### src/crc16mw_pkg.sv
// ----------------------------------------------------------------------------
// crc16mw_pkg
// Shared types, codes and bit-manipulation functions for the mixed-width
// CRC-16 unit.
// ----------------------------------------------------------------------------
package crc16mw_pkg;

  // Width of the CRC register and of the generator polynomial.
  localparam int CRC_BITS  = 16;
  localparam int DATA_BITS = 32;

  // Reset values of the configuration registers (CRC-16/MODBUS).
  localparam logic [CRC_BITS-1:0] POLY_RESET = 16'h8005;
  localparam logic [CRC_BITS-1:0] INIT_RESET = 16'hFFFF;
  localparam logic                REFL_RESET = 1'b1;

  typedef logic [CRC_BITS-1:0]  crc_t;
  typedef logic [DATA_BITS-1:0] data_t;

  // Feed width codes; the unused code behaves as a 32-bit feed.
  typedef enum logic [1:0] {
    FEED_8  = 2'd0,
    FEED_16 = 2'd1,
    FEED_32 = 2'd2
  } feed_width_t;

  // Input bit-reversal modes.
  typedef enum logic [1:0] {
    REV_NONE = 2'd0,
    REV_BYTE = 2'd1,
    REV_HALF = 2'd2,
    REV_WORD = 2'd3
  } reverse_mode_t;

  // Configuration register indexes.
  typedef enum logic [1:0] {
    REG_POLYNOMIAL     = 2'd0,
    REG_INITIAL_VALUE  = 2'd1,
    REG_OUTPUT_REFLECT = 2'd2
  } reg_index_t;

  // One input word as held in the input register.
  typedef struct packed {
    data_t      data_word;
    logic [1:0] feed_width;
    logic [1:0] reverse_mode;
    logic       first_item;
    logic       last_item;
  } item_t;

  // Control from the pipeline to the CRC engine.
  typedef struct packed {
    logic go;
    logic first_item;
  } eng_ctl_t;

  // Reverse the bit order of a whole CRC value.
  function automatic crc_t reflect_crc(input crc_t v);
    crc_t r;
    for (int i = 0; i < CRC_BITS; i++) begin
      r[i] = v[CRC_BITS-1-i];
    end
    return r;
  endfunction

  // Reverse each byte of a 32-bit word in place.
  function automatic data_t rev_bytes(input data_t v);
    data_t r;
    for (int i = 0; i < DATA_BITS; i++) begin
      r[i] = v[(i / 8) * 8 + 7 - (i % 8)];
    end
    return r;
  endfunction

  // Reverse each halfword of a 32-bit word in place.
  function automatic data_t rev_halves(input data_t v);
    data_t r;
    for (int i = 0; i < DATA_BITS; i++) begin
      r[i] = v[(i / 16) * 16 + 15 - (i % 16)];
    end
    return r;
  endfunction

  // Reverse the whole 32-bit word.
  function automatic data_t rev_word(input data_t v);
    data_t r;
    for (int i = 0; i < DATA_BITS; i++) begin
      r[i] = v[DATA_BITS-1-i];
    end
    return r;
  endfunction

endpackage

### src/crc16mw_prep.sv
// ----------------------------------------------------------------------------
// crc16mw_prep
// Masks a word to its fed width, applies the input bit reversal and left
// aligns the fed bits so that the first bit to enter the CRC is bit 31.
// ----------------------------------------------------------------------------
module crc16mw_prep (
  input  crc16mw_pkg::data_t data_word,
  input  logic [1:0]         feed_width,
  input  logic [1:0]         reverse_mode,
  output crc16mw_pkg::data_t aligned,
  output logic [5:0]         nbits
);

  crc16mw_pkg::data_t masked;
  crc16mw_pkg::data_t reversed;

  // Keep only the fed bits and set the bit count.
  always_comb begin
    case (feed_width)
      crc16mw_pkg::FEED_8: begin
        masked = {24'd0, data_word[7:0]};
        nbits  = 6'd8;
      end
      crc16mw_pkg::FEED_16: begin
        masked = {16'd0, data_word[15:0]};
        nbits  = 6'd16;
      end
      default: begin
        masked = data_word;
        nbits  = 6'd32;
      end
    endcase
  end

  // Reversal span is clipped to the fed width.
  always_comb begin
    case (reverse_mode)
      crc16mw_pkg::REV_NONE: reversed = masked;
      crc16mw_pkg::REV_BYTE: reversed = crc16mw_pkg::rev_bytes(masked);
      crc16mw_pkg::REV_HALF: begin
        if (feed_width == crc16mw_pkg::FEED_8) begin
          reversed = crc16mw_pkg::rev_bytes(masked);
        end else begin
          reversed = crc16mw_pkg::rev_halves(masked);
        end
      end
      default: begin
        case (feed_width)
          crc16mw_pkg::FEED_8:  reversed = crc16mw_pkg::rev_bytes(masked);
          crc16mw_pkg::FEED_16: reversed = crc16mw_pkg::rev_halves(masked);
          default:              reversed = crc16mw_pkg::rev_word(masked);
        endcase
      end
    endcase
  end

  // Move the fed bits to the top of the word.
  always_comb begin
    case (feed_width)
      crc16mw_pkg::FEED_8:  aligned = {reversed[7:0], 24'd0};
      crc16mw_pkg::FEED_16: aligned = {reversed[15:0], 16'd0};
      default:              aligned = reversed;
    endcase
  end

endmodule

### src/crc16mw_engine.sv
// ----------------------------------------------------------------------------
// crc16mw_engine
// Holds the CRC register and runs up to 32 data bits through the
// configured polynomial, MSB first, in one unrolled XOR network.
// ----------------------------------------------------------------------------
module crc16mw_engine (
  input  logic                  clk,
  input  logic                  rst,
  input  crc16mw_pkg::eng_ctl_t ctl,
  input  crc16mw_pkg::data_t    aligned,
  input  logic [5:0]            nbits,
  input  crc16mw_pkg::crc_t     polynomial,
  input  crc16mw_pkg::crc_t     initial_value,
  output crc16mw_pkg::crc_t     crc_next,
  output crc16mw_pkg::crc_t     crc_state
);

  crc16mw_pkg::crc_t crc_reg;
  crc16mw_pkg::crc_t crc_start;

  // A first word restarts from the initial value.
  assign crc_start = ctl.first_item ? initial_value : crc_reg;

  // Bit-serial CRC update, unrolled; steps past the fed width pass through.
  always_comb begin
    crc16mw_pkg::crc_t c;
    logic              fb;
    c = crc_start;
    for (int k = 0; k < crc16mw_pkg::DATA_BITS; k++) begin
      fb = c[crc16mw_pkg::CRC_BITS-1] ^ aligned[crc16mw_pkg::DATA_BITS-1-k];
      if (6'(k) < nbits) begin
        c = {c[crc16mw_pkg::CRC_BITS-2:0], 1'b0} ^ (fb ? polynomial : '0);
      end
    end
    crc_next = c;
  end

  // The register follows every word that leaves the input stage.
  always_ff @(posedge clk) begin
    if (rst) begin
      crc_reg <= crc16mw_pkg::INIT_RESET;
    end else if (ctl.go) begin
      crc_reg <= crc_next;
    end
  end

  assign crc_state = crc_reg;

endmodule

### src/crc16_unit_mixed_width_feed_top.sv
// ----------------------------------------------------------------------------
// crc16_unit_mixed_width_feed_top
// CRC-16 unit fed with 8, 16 or 32-bit words, with input bit reversal,
// frame restart and end-of-frame result with optional output reflection.
//
//   Channel  Handshake               Payload
//   -------  ----------------------  ---------------------------------------
//   input    in_valid / in_ready     data_word, feed_width, reverse_mode,
//                                    first_item, last_item
//   output   out_valid / out_ready   crc_value, crc_is_zero
//   config   cfg_valid / cfg_ready   cfg_index, cfg_data
//
// A word is taken into the input register, and when it leaves the input
// stage the CRC engine folds it into the CRC register in one unrolled pass;
// one word per cycle is sustained while the input does not stall. A last
// word loads the output register as it leaves the input stage. Synchronous
// reset restores the CRC-16/MODBUS settings and a CRC register of all ones.
// The input stalls only while a last word waits behind an untaken result.
// ----------------------------------------------------------------------------
module crc16_unit_mixed_width_feed_top (
  input  logic        clk,
  input  logic        rst,
  // Input words
  input  logic        in_valid,
  output logic        in_ready,
  input  logic [31:0] data_word,
  input  logic [1:0]  feed_width,
  input  logic [1:0]  reverse_mode,
  input  logic        first_item,
  input  logic        last_item,
  // Results
  output logic        out_valid,
  input  logic        out_ready,
  output logic [15:0] crc_value,
  output logic        crc_is_zero,
  // Configuration writes
  input  logic        cfg_valid,
  output logic        cfg_ready,
  input  logic [1:0]  cfg_index,
  input  logic [15:0] cfg_data
);

  crc16mw_pkg::crc_t     polynomial;
  crc16mw_pkg::crc_t     initial_value;
  logic                  output_reflect;

  crc16mw_pkg::item_t    item;
  logic                  item_valid;
  logic                  stage_go;

  crc16mw_pkg::data_t    aligned;
  logic [5:0]            nbits;
  crc16mw_pkg::eng_ctl_t eng_ctl;
  crc16mw_pkg::crc_t     crc_next;
  crc16mw_pkg::crc_t     crc_state;
  crc16mw_pkg::crc_t     result_next;

  // Configuration registers; writes are always taken.
  assign cfg_ready = 1'b1;

  always_ff @(posedge clk) begin
    if (rst) begin
      polynomial     <= crc16mw_pkg::POLY_RESET;
      initial_value  <= crc16mw_pkg::INIT_RESET;
      output_reflect <= crc16mw_pkg::REFL_RESET;
    end else if (cfg_valid) begin
      case (cfg_index)
        crc16mw_pkg::REG_POLYNOMIAL:     polynomial     <= cfg_data;
        crc16mw_pkg::REG_INITIAL_VALUE:  initial_value  <= cfg_data;
        crc16mw_pkg::REG_OUTPUT_REFLECT: output_reflect <= cfg_data[0];
        default: ;
      endcase
    end
  end

  // The input stage moves on unless a last word faces a full output register.
  assign stage_go = item_valid && (!item.last_item || !out_valid || out_ready);
  assign in_ready = !item_valid || stage_go;

  // Input register.
  always_ff @(posedge clk) begin
    if (rst) begin
      item_valid <= 1'b0;
    end else if (in_ready) begin
      item_valid <= in_valid;
    end
  end

  always_ff @(posedge clk) begin
    if (in_ready && in_valid) begin
      item <= '{data_word:    data_word,
                feed_width:   feed_width,
                reverse_mode: reverse_mode,
                first_item:   first_item,
                last_item:    last_item};
    end
  end

  // Data preparation and CRC update.
  crc16mw_prep u_prep (
    .data_word    (item.data_word),
    .feed_width   (item.feed_width),
    .reverse_mode (item.reverse_mode),
    .aligned      (aligned),
    .nbits        (nbits)
  );

  assign eng_ctl = '{go: stage_go, first_item: item.first_item};

  crc16mw_engine u_engine (
    .clk           (clk),
    .rst           (rst),
    .ctl           (eng_ctl),
    .aligned       (aligned),
    .nbits         (nbits),
    .polynomial    (polynomial),
    .initial_value (initial_value),
    .crc_next      (crc_next),
    .crc_state     (crc_state)
  );

  // Output reflection ahead of the result register.
  assign result_next = output_reflect ? crc16mw_pkg::reflect_crc(crc_next) : crc_next;

  // Result register.
  always_ff @(posedge clk) begin
    if (rst) begin
      out_valid <= 1'b0;
    end else if (stage_go && item.last_item) begin
      out_valid <= 1'b1;
    end else if (out_ready) begin
      out_valid <= 1'b0;
    end
  end

  always_ff @(posedge clk) begin
    if (stage_go && item.last_item) begin
      crc_value   <= result_next;
      crc_is_zero <= (result_next == '0);
    end
  end

  // A held word in the input stage stays held when it cannot advance.
  a_item_hold: assert property (@(posedge clk) disable iff (rst)
    item_valid && !stage_go |=> item_valid && $stable(item))
    else $error("input stage lost a stalled word");

  // A word that is not last never creates a result.
  a_no_spurious_result: assert property (@(posedge clk) disable iff (rst)
    !(stage_go && item.last_item) && (!out_valid || out_ready) |=> !out_valid)
    else $error("result appeared without a last word");

  // The CRC register changes only when a word leaves the input stage.
  a_crc_stable: assert property (@(posedge clk) disable iff (rst)
    !stage_go |=> $stable(crc_state))
    else $error("CRC register changed without a word");

  // The zero flag agrees with the reported value.
  a_zero_flag: assert property (@(posedge clk) disable iff (rst)
    out_valid |-> crc_is_zero == (crc_value == '0))
    else $error("zero flag disagrees with CRC value");

  // After reset the CRC register holds all ones.
  a_reset_crc: assert property (@(posedge clk)
    $past(rst) |-> crc_state == crc16mw_pkg::INIT_RESET)
    else $error("CRC register not restored by reset");

endmodule
### config.mk
export PLATFORM = sky130hd
export DESIGN_NAME = crc16_unit_mixed_width_feed_top
export DESIGN_NICKNAME = d
export VERILOG_FILES = /design/src/crc16mw_pkg.sv /design/src/crc16mw_prep.sv /design/src/crc16mw_engine.sv /design/src/crc16_unit_mixed_width_feed_top.sv
export SDC_FILE = /design/constraint.sdc
export NUM_CORES = 1
export LEC_CHECK = 0
export ABC_AREA = 1
export BUFFER_PORTS_ARGS = -buffer_cell sky130_fd_sc_hd__buf_2
export CORE_ASPECT_RATIO = 0.9
export CORE_MARGIN = 2
export CORE_UTILIZATION = 55
export DETAILED_ROUTE_END_ITERATION = 16
export MAX_ROUTING_LAYER = met4
export PLACE_DENSITY = 0.71
export SLEW_MARGIN = 20
export SYNTH_ARGS = -nofsm -noshare
export SYNTH_HDL_FRONTEND = slang
export SYNTH_SLANG_ARGS = --single-unit
### constraint.sdc
create_clock -name clk -period 21 [get_ports clk]
set_clock_uncertainty 0.2 [all_clocks]
set_input_delay 3.15 -clock clk [delete_from_list [all_inputs] [get_ports clk]]
set_output_delay 3.15 -clock clk [all_outputs]
set_load 0.01 [all_outputs]
==> results.toml <==
[drt]
wl_per_cell_um = 18.9
drc_errors = 0
via_count = 18137
dr.first_iter.drc_count = 2260
first_pass_iters = 6
via_per_inst = 5.91
drtAntennaViolNets = 0
drt-total-wl_mm = 57.9

[sta]
fmax_ghz = 0.0523
fin_crit_sh = 0.911
fin_crit_ps = 19130
final-setup-viol-count = 0
drv_slew = 0
finalHoldViolCount = 0
fin_ws_ps = 1870
rsz0062_at_grt = "false"
relSlewSlack = 0.334
max_slew.worst_pin.slew_ps = 999
fin_tns_setup_ps = 0
whs_ps = 275

[cts]
clkLatencyLatePin_ps = 350
numCtsBuffers = 9
numClockSinks = 106
clkSlewWorstSetupHoldPaths_ps = 80
holdBufCountCts = 0
htree_levels = 3
tritoncts = "built"
cts_buffer_depth = 2
root_buffer = "clkbuf_16"

[critical_path]
cp-endpoint = "crc_is_zero"
r2r-start = "item[5]"
required_ps = 21010
cp-start-kind = "register"
slowest_delay_ps = 460
end_kind = "register"
worst_ep_arrival_time_ps = 19140
worst-path-max-fanout = 36
critPathLaunch = "item[5]"
worst_r2r_path_depth = 140
cpMostUsedCell = "nand2_1"
worst-path-buf-inv = 12
path_delay_family = "simple AND/OR/NAND/NOR gates"
worstReg2RegEnd = "crc_is_zero"
reg2reg_slack_ps = 1870
cp_num_cells = 140
worstSetupPathType = "register to register"
slowest_stage = "nand2_1"

[placed_design]
pre_cts_slack_ps = 614
port_buffers = 79
place_congestion = 1.03
dp.final_hpwl_mm = 41.3

[synthesis]
yosysSeqAreaShare = 0.158
yosysMostFrequentCell = "nand2_1"
netlist_top_cells_count = "nand2_1, nand3_1, nor2_1, inv_1, xor2_1"
synth.avg_cell_area_um2 = 6.27
synthTopCellsByArea = "nand2_1, edfxtp_1, xor2_1, nand3_1, xnor2_1"
synth_edf_count = 55
yosys_warnings = 0
synth_top_area_cell = "nand2_1"
syn_nets = 2767
async_flop_share = 0
synth.distinct_cells = 59
synth_top_area_share = 0.157
synth_area_mm2 = 0.0170
synth_flop_cell = "edfxtp_1"
syn_inst = 2705
synth-seq-cells = 106

[floorplanning]
die_height_um = 171
die_area_mm2 = 0.0322
core_mm2 = 0.0301
start_util = 0.563
num_rows = 60
die_w_um = 189
io_pins = 81

[power]
vdd_drop_max_v = 0.0000649
leakagePower_nw = 8.13
total_power_mw = 2.73
powerDensity_mw_per_mm2 = 158

[cells_and_area]
diodes = 0
drive_above_1_share = 0.133
fillCellCount = 3050
utilization = 0.574
nNetsFinal = 2721
area_growth_pct = 1.88

[job]
drv_cap = 0

[hold_path]
hold_path_class = "register to register"

[global_route]
grt_pass1_vias = 16500
grt-ovfl-total = 0
antenna_found_initial = 0
grt_use_total = 0.363
grt_pass1_wl_mm = 90.5
grt_max_degree = 71

[run_status]
status = "finished clean"
[cell type report]
type	instances	area [um^2]	share of cell area
Tap cell	403	504	0.0292
Clock inverter	6	70.1	0.00406
Multi-Input combinational cell	2164	12100	0.701
Inverter	257	977	0.0566
Clock buffer	10	229	0.0133
Timing Repair Buffer	121	714	0.0414
Sequential cell	106	2670	0.155
[report_power, final]
part / internal (mW) / switching (mW)
Sequential: 0.240 / 0.0129
Combinational: 0.808 / 1.50
Clock: 0.0846 / 0.0845
Total: 1.13 / 1.60
[sequential cells by signal (all words and copies together), names as in the netlist]
name / count
crc_is_zero: 1
out_valid: 1
crc_value: 16
item: 37
u_engine.crc_state: 16
polynomial: 16
output_reflect: 1
item_valid: 1
eng_ctl: 1
initial_value: 16
[how the worst min path moves through the flow]
stage | from | end | slack (ps) | depth (start not counted)
after floorplan | initial_value[1] | initial_value[1] | 230 | 2
after global placement | initial_value[1] | initial_value[1] | 250 | 2
after detailed placement | initial_value[1] | initial_value[1] | 260 | 2
after CTS | initial_value[1] | initial_value[1] | 270 | 2
after global routing | u_engine.crc_state[4] | u_engine.crc_state[4] | 300 | 1
final | initial_value[1] | initial_value[1] | 280 | 2
[routing by layer]
layer	part of all wire	vias to the layer above	track usage
met4	0.038	0	0.131
met5	0	-	-
met1	0.44	8258	0.501
met3	0.11	164	0.0535
met2	0.42	1076	0.540
li1	-	8639	-
[tightest hold or removal path, stage by stage, from the launching register on]
cell,delay [ps]
dfxtp_1,340
nand2_1,60
nand3_1,50
[placed cells by master (no fill, tap or decap), drive strengths merged, types with 4 or more instances in the layout]
cell / synthesis / layout
nor2: 241 / 241
a211o: 16 / 16
xnor2: 130 / 130
o22ai: 24 / 24
clkinv: 8 / 12
o211ai: 38 / 38
nor3: 7 / 7
clkbuf: 68 / 10
nand2: 795 / 795
xor2: 185 / 185
nand3b: 33 / 33
o21ai: 143 / 143
a22oi: 4 / 4
a21oi: 75 / 75
nand3: 366 / 366
nand4: 29 / 29
dfxtp: 51 / 51
a31oi: 18 / 18
edfxtp: 55 / 55
buf: 109 / 121
inv: 249 / 251
or2: 7 / 7
o21bai: 40 / 40
[kinds of logic after synthesis]
logic type      after synthesis  share of synthesized area
compound gates              366                      0.130
xor+xnor                    315                      0.165
fa+ha+maj                     1                   0.000738
buf+inv                     435                      0.132
flops                       106                      0.158
mux                           2                    0.00118
other cells                   1                   0.000221
simple gates               1479                      0.413
[what timing repair did]
item | in CTS | in global routing
endpoints found under the setup margin | 0 | 33
buffers inserted | 0 | 4
gates resized for setup | 0 | 13
hold endpoints to repair | 0 | 0
[per-stage QoR]
stage,std cells,area [um^2]
after floorplan,2705,17000
final,3067,17300
after detailed placement,3047,16900
after global routing,3067,17300
after global placement,3047,16900
after CTS,3063,17200
Power figures use the tool's default switching activity.
